$ cat config.mk
export PLATFORM = sky130hd
export DESIGN_NAME = manchester_frame_decoder_top
export DESIGN_NICKNAME = d
export VERILOG_FILES = /design/src/rtl/mfd_pkg.sv /design/src/rtl/mfd_front.sv /design/src/rtl/mfd_fifo.sv /design/src/rtl/mfd_back.sv /design/src/rtl/manchester_frame_decoder_top.sv
export VERILOG_INCLUDE_DIRS = /design/src /design/src/rtl
export SDC_FILE = /design/constraint.sdc
export NUM_CORES = 1
export LEC_CHECK = 0
export BUFFER_PORTS_ARGS = -buffer_cell sky130_fd_sc_hd__buf_2
export CELL_PAD_IN_SITES_DETAIL_PLACEMENT = 0
export CELL_PAD_IN_SITES_GLOBAL_PLACEMENT = 1
export CORE_AREA = 10 10 132 164
export CTS_BUF_LIST = sky130_fd_sc_hd__clkbuf_8
export CTS_CLUSTER_DIAMETER = 80
export CTS_CLUSTER_SIZE = 16
export DETAILED_ROUTE_END_ITERATION = 10
export DIE_AREA = 0 0 142 174
export GPL_TIMING_DRIVEN = 0
export PLACE_DENSITY_LB_ADDON = 0.1
export REMOVE_ABC_BUFFERS = 1
export SYNTH_ARGS = -nofsm -noshare
export SYNTH_HDL_FRONTEND = slang
export SYNTH_SLANG_ARGS = --single-unit
export TNS_END_PERCENT = 30
$ cat constraint.sdc
create_clock -name clk -period 20.5 [get_ports clk]
set_input_delay 3.075 -clock clk [delete_from_list [all_inputs] [get_ports clk]]
set_output_delay 3.075 -clock clk [all_outputs]
set_load 0.005 [all_outputs]
$ cat src/rtl/manchester_frame_decoder_top_defines.svh
// Assertion helpers for the frame decoder
`ifndef MANCHESTER_FRAME_DECODER_TOP_DEFINES_SVH
`define MANCHESTER_FRAME_DECODER_TOP_DEFINES_SVH

// same-cycle implication
`define MFD_ASSERT_NOW(lbl, ante, cons, msg) \
    lbl: assert property (@(posedge clk) disable iff (!rst_n) (ante) |-> (cons)) \
        else $error(msg);

// next-cycle implication
`define MFD_ASSERT_NEXT(lbl, ante, cons, msg) \
    lbl: assert property (@(posedge clk) disable iff (!rst_n) (ante) |=> (cons)) \
        else $error(msg);

`endif

$ cat src/rtl/mfd_pkg.sv
package mfd_pkg;

    localparam int FRAME_BYTES_DEFAULT = 16;
    localparam int POS_W               = 4;
    localparam int NIB_W               = 4;
    localparam int PAYLOAD_W           = 64;
    localparam int NIBBLES             = PAYLOAD_W / NIB_W;
    localparam int QUEUE_DEPTH         = 2;

    localparam logic [NIB_W-1:0] SYM_01_01 = 4'h5;
    localparam logic [NIB_W-1:0] SYM_01_10 = 4'h6;
    localparam logic [NIB_W-1:0] SYM_10_01 = 4'h9;
    localparam logic [NIB_W-1:0] SYM_10_10 = 4'hA;

    localparam logic [NIB_W-1:0] TYPE_METER   = 4'h0;
    localparam logic [NIB_W-1:0] TYPE_PAIR    = 4'h8;
    localparam logic [NIB_W-1:0] TYPE_COUNTER = 4'h4;

    typedef enum logic [1:0] {
        KIND_METER   = 2'd0,
        KIND_PAIR    = 2'd1,
        KIND_COUNTER = 2'd2,
        KIND_UNKNOWN = 2'd3
    } frame_kind_t;

    typedef logic [POS_W-1:0] pos_t;

    // one classified byte, front to back
    typedef struct packed {
        logic [NIB_W-1:0] nib;
        logic             legal;
        pos_t             pos;
        logic             last;
    } beat_info_t;

    function automatic logic nibble_legal(input logic [NIB_W-1:0] n);
        logic ok;
        ok = n inside {SYM_01_01, SYM_01_10, SYM_10_01, SYM_10_10};
        return ok;
    endfunction

    function automatic logic [NIB_W-1:0] data_nibble(input logic [7:0] b);
        logic [NIB_W-1:0] d;
        d = {b[7], b[5], b[3], b[1]};
        return d;
    endfunction

endpackage

$ cat src/rtl/mfd_front.sv
module mfd_front
    import mfd_pkg::*;
#(
    parameter int FRAME_BYTES = FRAME_BYTES_DEFAULT
)
(
    input  logic       clk,
    input  logic       rst_n,
    input  logic       in_valid,
    output logic       in_stall,
    input  logic [7:0] raw_byte,
    input  logic       frame_start,
    input  logic       q_full,
    output logic       q_push,
    output beat_info_t q_data
);

    localparam pos_t LAST_POS = POS_W'(FRAME_BYTES - 1);

    pos_t pos_reg;
    pos_t pos_next;
    pos_t pos_cur;
    logic accept;
    logic is_last;

    assign in_stall = q_full;
    assign accept   = in_valid && !q_full;
    assign pos_cur  = frame_start ? '0 : pos_reg;
    assign is_last  = (pos_cur == LAST_POS);

    always_comb
    begin
        pos_next = pos_reg;
        if (accept)
        begin
            pos_next = is_last ? '0 : pos_cur + 1'b1;
        end
    end

    always_ff @(posedge clk or negedge rst_n)
    begin
        if (!rst_n)
        begin
            pos_reg <= '0;
        end
        else
        begin
            pos_reg <= pos_next;
        end
    end

    assign q_push       = accept;
    assign q_data.nib   = data_nibble(raw_byte);
    assign q_data.legal = nibble_legal(raw_byte[7:4]) && nibble_legal(raw_byte[3:0]);
    assign q_data.pos   = pos_cur;
    assign q_data.last  = is_last;

endmodule

$ cat src/rtl/mfd_fifo.sv
module mfd_fifo
    import mfd_pkg::*;
(
    input  logic       clk,
    input  logic       rst_n,
    input  logic       push,
    input  beat_info_t push_data,
    input  logic       pop,
    output beat_info_t head,
    output logic       empty,
    output logic       full
);

    localparam int PTR_W = $clog2(QUEUE_DEPTH);
    localparam int CNT_W = $clog2(QUEUE_DEPTH + 1);

    beat_info_t         mem_reg [QUEUE_DEPTH];
    logic [PTR_W-1:0]   wr_ptr_reg;
    logic [PTR_W-1:0]   wr_ptr_next;
    logic [PTR_W-1:0]   rd_ptr_reg;
    logic [PTR_W-1:0]   rd_ptr_next;
    logic [CNT_W-1:0]   count_reg;
    logic [CNT_W-1:0]   count_next;
    logic               do_push;
    logic               do_pop;

    assign empty   = (count_reg == '0);
    assign full    = (count_reg == CNT_W'(QUEUE_DEPTH));
    assign do_push = push && !full;
    assign do_pop  = pop && !empty;
    assign head    = mem_reg[rd_ptr_reg];

    always_comb
    begin
        wr_ptr_next = wr_ptr_reg;
        rd_ptr_next = rd_ptr_reg;
        count_next  = count_reg;
        if (do_push)
        begin
            wr_ptr_next = (wr_ptr_reg == PTR_W'(QUEUE_DEPTH - 1)) ? '0 : wr_ptr_reg + 1'b1;
        end
        if (do_pop)
        begin
            rd_ptr_next = (rd_ptr_reg == PTR_W'(QUEUE_DEPTH - 1)) ? '0 : rd_ptr_reg + 1'b1;
        end
        if (do_push && !do_pop)
        begin
            count_next = count_reg + 1'b1;
        end
        else if (do_pop && !do_push)
        begin
            count_next = count_reg - 1'b1;
        end
    end

    always_ff @(posedge clk or negedge rst_n)
    begin
        if (!rst_n)
        begin
            wr_ptr_reg <= '0;
            rd_ptr_reg <= '0;
            count_reg  <= '0;
        end
        else
        begin
            wr_ptr_reg <= wr_ptr_next;
            rd_ptr_reg <= rd_ptr_next;
            count_reg  <= count_next;
        end
    end

    always_ff @(posedge clk)
    begin
        if (do_push)
        begin
            mem_reg[wr_ptr_reg] <= push_data;
        end
    end

endmodule

$ cat src/rtl/mfd_back.sv
`include "manchester_frame_decoder_top_defines.svh"

module mfd_back
    import mfd_pkg::*;
#(
    parameter int FRAME_BYTES = FRAME_BYTES_DEFAULT
)
(
    input  logic        clk,
    input  logic        rst_n,
    input  beat_info_t  head,
    input  logic        q_empty,
    output logic        q_pop,
    output logic        out_valid,
    input  logic        out_stall,
    output logic        frame_ok,
    output logic [1:0]  frame_kind,
    output logic [11:0] sensor_id,
    output logic        reading_one_present,
    output logic [14:0] reading_one,
    output logic        reading_two_present,
    output logic [14:0] reading_two,
    output logic        reading_three_present,
    output logic [14:0] reading_three,
    output logic [63:0] payload_bits
);

    localparam int DATA_BYTES = (FRAME_BYTES / 2) * 2;

    logic [PAYLOAD_W-1:0] payload_reg;
    logic [PAYLOAD_W-1:0] payload_next;
    logic                 legal_reg;
    logic                 legal_next;

    logic                 out_valid_reg;
    logic                 out_valid_next;
    logic                 frame_ok_reg;
    frame_kind_t          kind_reg;
    logic [11:0]          sensor_id_reg;
    logic                 r1_present_reg;
    logic [14:0]          r1_reg;
    logic                 r2_present_reg;
    logic [14:0]          r2_reg;
    logic                 r3_present_reg;
    logic [14:0]          r3_reg;
    logic [PAYLOAD_W-1:0] payload_bits_reg;

    logic                 out_free;
    logic                 finish;
    logic [PAYLOAD_W-1:0] merged;
    logic                 merged_legal;
    frame_kind_t          kind_c;
    logic                 readings_on;

    assign out_free = !out_valid_reg || !out_stall;
    assign q_pop    = !q_empty && (!head.last || out_free);
    assign finish   = q_pop && head.last;

    // position zero opens a fresh frame
    always_comb
    begin
        merged       = (head.pos == '0) ? '0 : payload_reg;
        merged_legal = ((head.pos == '0) ? 1'b1 : legal_reg) && head.legal;
        for (int i = 0; i < NIBBLES; i++)
        begin
            if ((i < DATA_BYTES) && (head.pos == POS_W'(i)))
            begin
                merged[PAYLOAD_W-1-NIB_W*i -: NIB_W] = head.nib;
            end
        end
    end

    always_comb
    begin
        case (merged[63:60])
            TYPE_METER:   kind_c = KIND_METER;
            TYPE_PAIR:    kind_c = KIND_PAIR;
            TYPE_COUNTER: kind_c = KIND_COUNTER;
            default:      kind_c = KIND_UNKNOWN;
        endcase
    end

    assign readings_on = merged_legal && (kind_c == KIND_METER || kind_c == KIND_PAIR);

    always_comb
    begin
        payload_next = payload_reg;
        legal_next   = legal_reg;
        if (q_pop)
        begin
            payload_next = merged;
            legal_next   = merged_legal;
        end
    end

    assign out_valid_next = finish ? 1'b1 : (out_valid_reg && out_stall);

    always_ff @(posedge clk or negedge rst_n)
    begin
        if (!rst_n)
        begin
            payload_reg   <= '0;
            legal_reg     <= 1'b1;
            out_valid_reg <= 1'b0;
        end
        else
        begin
            payload_reg   <= payload_next;
            legal_reg     <= legal_next;
            out_valid_reg <= out_valid_next;
        end
    end

    always_ff @(posedge clk)
    begin
        if (finish)
        begin
            frame_ok_reg     <= merged_legal;
            kind_reg         <= merged_legal ? kind_c : KIND_METER;
            sensor_id_reg    <= merged_legal ? merged[59:48] : '0;
            r1_present_reg   <= readings_on && merged[47];
            r1_reg           <= readings_on ? merged[46:32] : '0;
            r2_present_reg   <= readings_on && merged[31];
            r2_reg           <= readings_on ? merged[30:16] : '0;
            r3_present_reg   <= readings_on && merged[15];
            r3_reg           <= readings_on ? merged[14:0] : '0;
            payload_bits_reg <= merged_legal ? merged : '0;
        end
    end

    assign out_valid             = out_valid_reg;
    assign frame_ok              = frame_ok_reg;
    assign frame_kind            = kind_reg;
    assign sensor_id             = sensor_id_reg;
    assign reading_one_present   = r1_present_reg;
    assign reading_one           = r1_reg;
    assign reading_two_present   = r2_present_reg;
    assign reading_two           = r2_reg;
    assign reading_three_present = r3_present_reg;
    assign reading_three         = r3_reg;
    assign payload_bits          = payload_bits_reg;

    `MFD_ASSERT_NOW(a_bad_frame_blank, out_valid_reg && !frame_ok_reg, payload_bits_reg == '0 && sensor_id_reg == '0 && kind_reg == KIND_METER, "invalid frame carries data")
    `MFD_ASSERT_NOW(a_no_readings, out_valid_reg && (kind_reg == KIND_COUNTER || kind_reg == KIND_UNKNOWN), r1_reg == '0 && r2_reg == '0 && r3_reg == '0 && !r1_present_reg && !r2_present_reg && !r3_present_reg, "readings set for non-meter kind")
    `MFD_ASSERT_NEXT(a_finish_shows, finish, out_valid_reg, "finished frame not presented")

endmodule

$ cat src/rtl/manchester_frame_decoder_top.sv
// Channel  Handshake              Beat contents
// -------  ---------------------  ------------------------------------------
// in       in_valid / in_stall    raw_byte, frame_start
// out      out_valid / out_stall  frame_ok, frame_kind, sensor_id, readings,
//                                 payload_bits (one beat per frame)
//
// One byte per cycle sustained while in_stall is low; the front classifies each
// byte in the cycle it is taken, a two-deep queue feeds the back end, which merges
// one nibble per cycle, save when a frame's last byte waits on a held result.
// rst_n clears position, payload and validity state at once; no clearing pass.
// out_stall holds the result register; the queue then fills and in_stall rises.
module manchester_frame_decoder_top
    import mfd_pkg::*;
#(
    parameter int FRAME_BYTES = FRAME_BYTES_DEFAULT
)
(
    input  logic        clk,
    input  logic        rst_n,
    input  logic        in_valid,
    output logic        in_stall,
    input  logic [7:0]  raw_byte,
    input  logic        frame_start,
    output logic        out_valid,
    input  logic        out_stall,
    output logic        frame_ok,
    output logic [1:0]  frame_kind,
    output logic [11:0] sensor_id,
    output logic        reading_one_present,
    output logic [14:0] reading_one,
    output logic        reading_two_present,
    output logic [14:0] reading_two,
    output logic        reading_three_present,
    output logic [14:0] reading_three,
    output logic [63:0] payload_bits
);

    beat_info_t push_data;
    beat_info_t head;
    logic       push;
    logic       pop;
    logic       q_empty;
    logic       q_full;

    mfd_front #(
        .FRAME_BYTES (FRAME_BYTES)
    ) u_front (
        .clk         (clk),
        .rst_n       (rst_n),
        .in_valid    (in_valid),
        .in_stall    (in_stall),
        .raw_byte    (raw_byte),
        .frame_start (frame_start),
        .q_full      (q_full),
        .q_push      (push),
        .q_data      (push_data)
    );

    mfd_fifo u_fifo (
        .clk       (clk),
        .rst_n     (rst_n),
        .push      (push),
        .push_data (push_data),
        .pop       (pop),
        .head      (head),
        .empty     (q_empty),
        .full      (q_full)
    );

    mfd_back #(
        .FRAME_BYTES (FRAME_BYTES)
    ) u_back (
        .clk                   (clk),
        .rst_n                 (rst_n),
        .head                  (head),
        .q_empty               (q_empty),
        .q_pop                 (pop),
        .out_valid             (out_valid),
        .out_stall             (out_stall),
        .frame_ok              (frame_ok),
        .frame_kind            (frame_kind),
        .sensor_id             (sensor_id),
        .reading_one_present   (reading_one_present),
        .reading_one           (reading_one),
        .reading_two_present   (reading_two_present),
        .reading_two           (reading_two),
        .reading_three_present (reading_three_present),
        .reading_three         (reading_three),
        .payload_bits          (payload_bits)
    );

endmodule
==> reports/results.ini <==
[routing]
top_layer_used=met4
wl_met2_um=12000
num_vias=6516
routed_via_density=5.85
ant_nets=0
route.met3.wl_um=1320
drt_iter0_drc=572
routed_wl_um=23000
drt-pass1-iter-count=5
wl_per_cell_um=20.7
drc=0
wl_met1_um=9200

[power]
p_leak_nw=4.20
ir_worst_vdd_uv=105
power.density_mw_per_mm2=162

[yosys]
yosys-top-cells-area=edfxtp_1, dfrtp_1, nor2_1, nor3_1, a211o_1
synthCells=763
netlist.top_cell.by_area=edfxtp_1
seq_area_frac_synth_pct=63.9
ys_ff_latch=209
async_reset_ff_share_pct=35.4
avgSynthCellArea_sq_um=12.1
synth_flop_cell=edfxtp_1
synth.top_cell.area_share_pct=43.9
synth.distinct_cells=54
ys_warn_count=0
synth_area_sq_mm=0.00924
synth_edf_count=135

[cts]
cts_sinks=209
cts_max_level=1
post_cts_buffers=0
ctsHoldBuffers=0
numCtsBuffers=17
ctsResizeCount=0
clkSlewWorstSetupHoldPaths_ns=0.10
clock_latency_ns=0.54
cts.root.buffer_cell=clkbuf_8
cts_tree=yes
cts_max_path_buffers=3

[place]
gp_congestion=0.869
pre_cts_slack_ns=14.53
io_buffers=141
post-dp-hpwl_um=16200

[sta]
worst_pin_slew_ns=1.24
tns_ns=0
finalCriticalPeriod_ns=5.42
final-hold-violation-count=0
fin_ws_ns=15.08
skew_ns=0.0316
slew_headroom_pct=17.2
slew_viol_final=0
timing.fmax_ghz=0.184
post-route-period-util_pct=26.4
rsz0062_at_grt=no
setup_viol=0

[die]
boundaryPins=142
dieArea_sq_mm=0.0247
die_x_um=142
placementRows=56
start_util_pct=50.0
core_sq_mm=0.0185
die_h_um=174

[layout]
antenna_cells=0
mostFrequentLayoutCell=buf_2
final_cell_mix=buf_2, edfxtp_1, nor2_1
area_growth_syn_to_layout_pct=12.6
finalNetCount=886
drive_gt1_share_pct=22.2

[setup_path]
crit_type=primary input to flip-flop
arrival_ns=5.64
endpoint_kind=flip-flop
start_kind=primary input
crit_fanout=40
required_ns=20.72

[grt]
grt_max_degree=56
first_global_vias=6849
track_usage_pct=18.1
antenna_found_initial=0
grt-ovfl-total=0
grt_pass1_wl_um=36700

[worst_hold_path]
hold_class=flip-flop to flip-flop

[job]
max_cap_violations=0

[status]
status=finished clean

==> layout make-up <==
cell class / count / area (sq um)
Timing Repair Buffer: 149 / 885
Multi-Input combinational cell: 489 / 3010
Sequential cell: 209 / 5910
Clock buffer: 17 / 234
Inverter: 5 / 18.8
Tap cell: 232 / 290
Fill cell: 1628 / 8090
Clock inverter: 13 / 65.1
==> report_power, final <==
part / internal (mW) / switching [mW] / leakage, nW
combinational: 0.267 / 0.451 / 1.76
sequential: 0.652 / 0.0938 / 2.25
clock: 0.0805 / 0.138 / 0.188
==> routing by layer <==
metal  vias to the layer above  track usage, %
li1                       3079               -
met1                      3226            21.6
met2                       172            32.0
met3                        39            3.44
met4                         0            5.67
met5                         -               0
==> synthesized netlist by cell type, drive strengths merged (5+ instances only) <==
| cell type | count |
|---|---|
| buf | 45 |
| nor2 | 113 |
| nand2b | 8 |
| dfrtp | 73 |
| a21oi | 29 |
| a22o | 12 |
| a221oi | 24 |
| nor3 | 44 |
| edfxtp | 135 |
| a211o | 24 |
| o2bb2ai | 9 |
| and3 | 27 |
| nor4 | 13 |
| nor2b | 10 |
| clkbuf | 15 |
| o21ai | 30 |
| xnor2 | 8 |
| nand2 | 46 |
| mux2i | 15 |
| nand3 | 12 |
| inv | 5 |
| a22oi | 5 |
| a32oi | 16 |
| a211oi | 5 |
| mux2 | 10 |
==> metrics by stage <==
| step | total power [mW] | utilization, % | hold slack, ns | cells | area [sq um] |
|---|---|---|---|---|---|
| 2_1_floorplan | 1.18 | - | 0.450 | 703 | 8900 |
| 3_3_place_gp | 1.44 | 53.5 | 0.465 | 1076 | 9900 |
| 3_5_place_dp | 1.48 | 54.6 | 0.477 | 1084 | 10100 |
| 4_1_cts | 1.70 | 56.3 | 0.501 | 1114 | 10400 |
| 5_1_grt | 1.80 | 56.3 | 0.525 | 1114 | 10400 |
| 6_report | 1.68 | 56.3 | 0.497 | 1114 | 10400 |
==> cells by family after synthesis <==
group | share of synthesized area, %
xor gates and xnor gates | 0.948
buffers and inverters | 3.88
AOI/OAI and AO/OA | 13.7
muxes | 3.18
adders and majority gates | 0.271
and+or+nand+nor | 14.1
DFF | 63.9
==> worst max-delay path, cell delays in order <==
cell	delay (ns)
buf_2	0.09
nand2_1	0.06
o22a_1	0.66
inv_1	0.57
nor2_4	0.64
buf_16	0.25
buf_12	0.23
==> path summary, 6_finish.rpt <==
| check | endpoint | startpoint | slack, ns | depth (start not counted) |
|---|---|---|---|---|
| max in group asynchronous | u_back.payload_reg[32]$_DFFE_PN0N_ | rst_n | 17.51 | 2 |
| worst max register to register | u_back.reading_one[8]$_SDFFCE_PN0P_ | u_fifo.rd_ptr_reg$_DFFE_PN0P_ | 16.03 | 6 |
| min in group asynchronous | u_back.payload_reg[1]$_DFFE_PN0N_ | rst_n | 2.41 | 1 |
| worst max-delay path | u_back.reading_one[8]$_SDFFCE_PN0P_ | out_stall | 15.08 | 7 |
| worst min-delay path | u_back.payload_reg[30]$_DFFE_PN0N_ | u_back.payload_reg[30]$_DFFE_PN0N_ | 0.50 | 2 |
| worst min register to register | u_back.payload_reg[30]$_DFFE_PN0N_ | u_back.payload_reg[30]$_DFFE_PN0N_ | 0.50 | 2 |
Note: power is estimated with default switching activity, not from simulation.
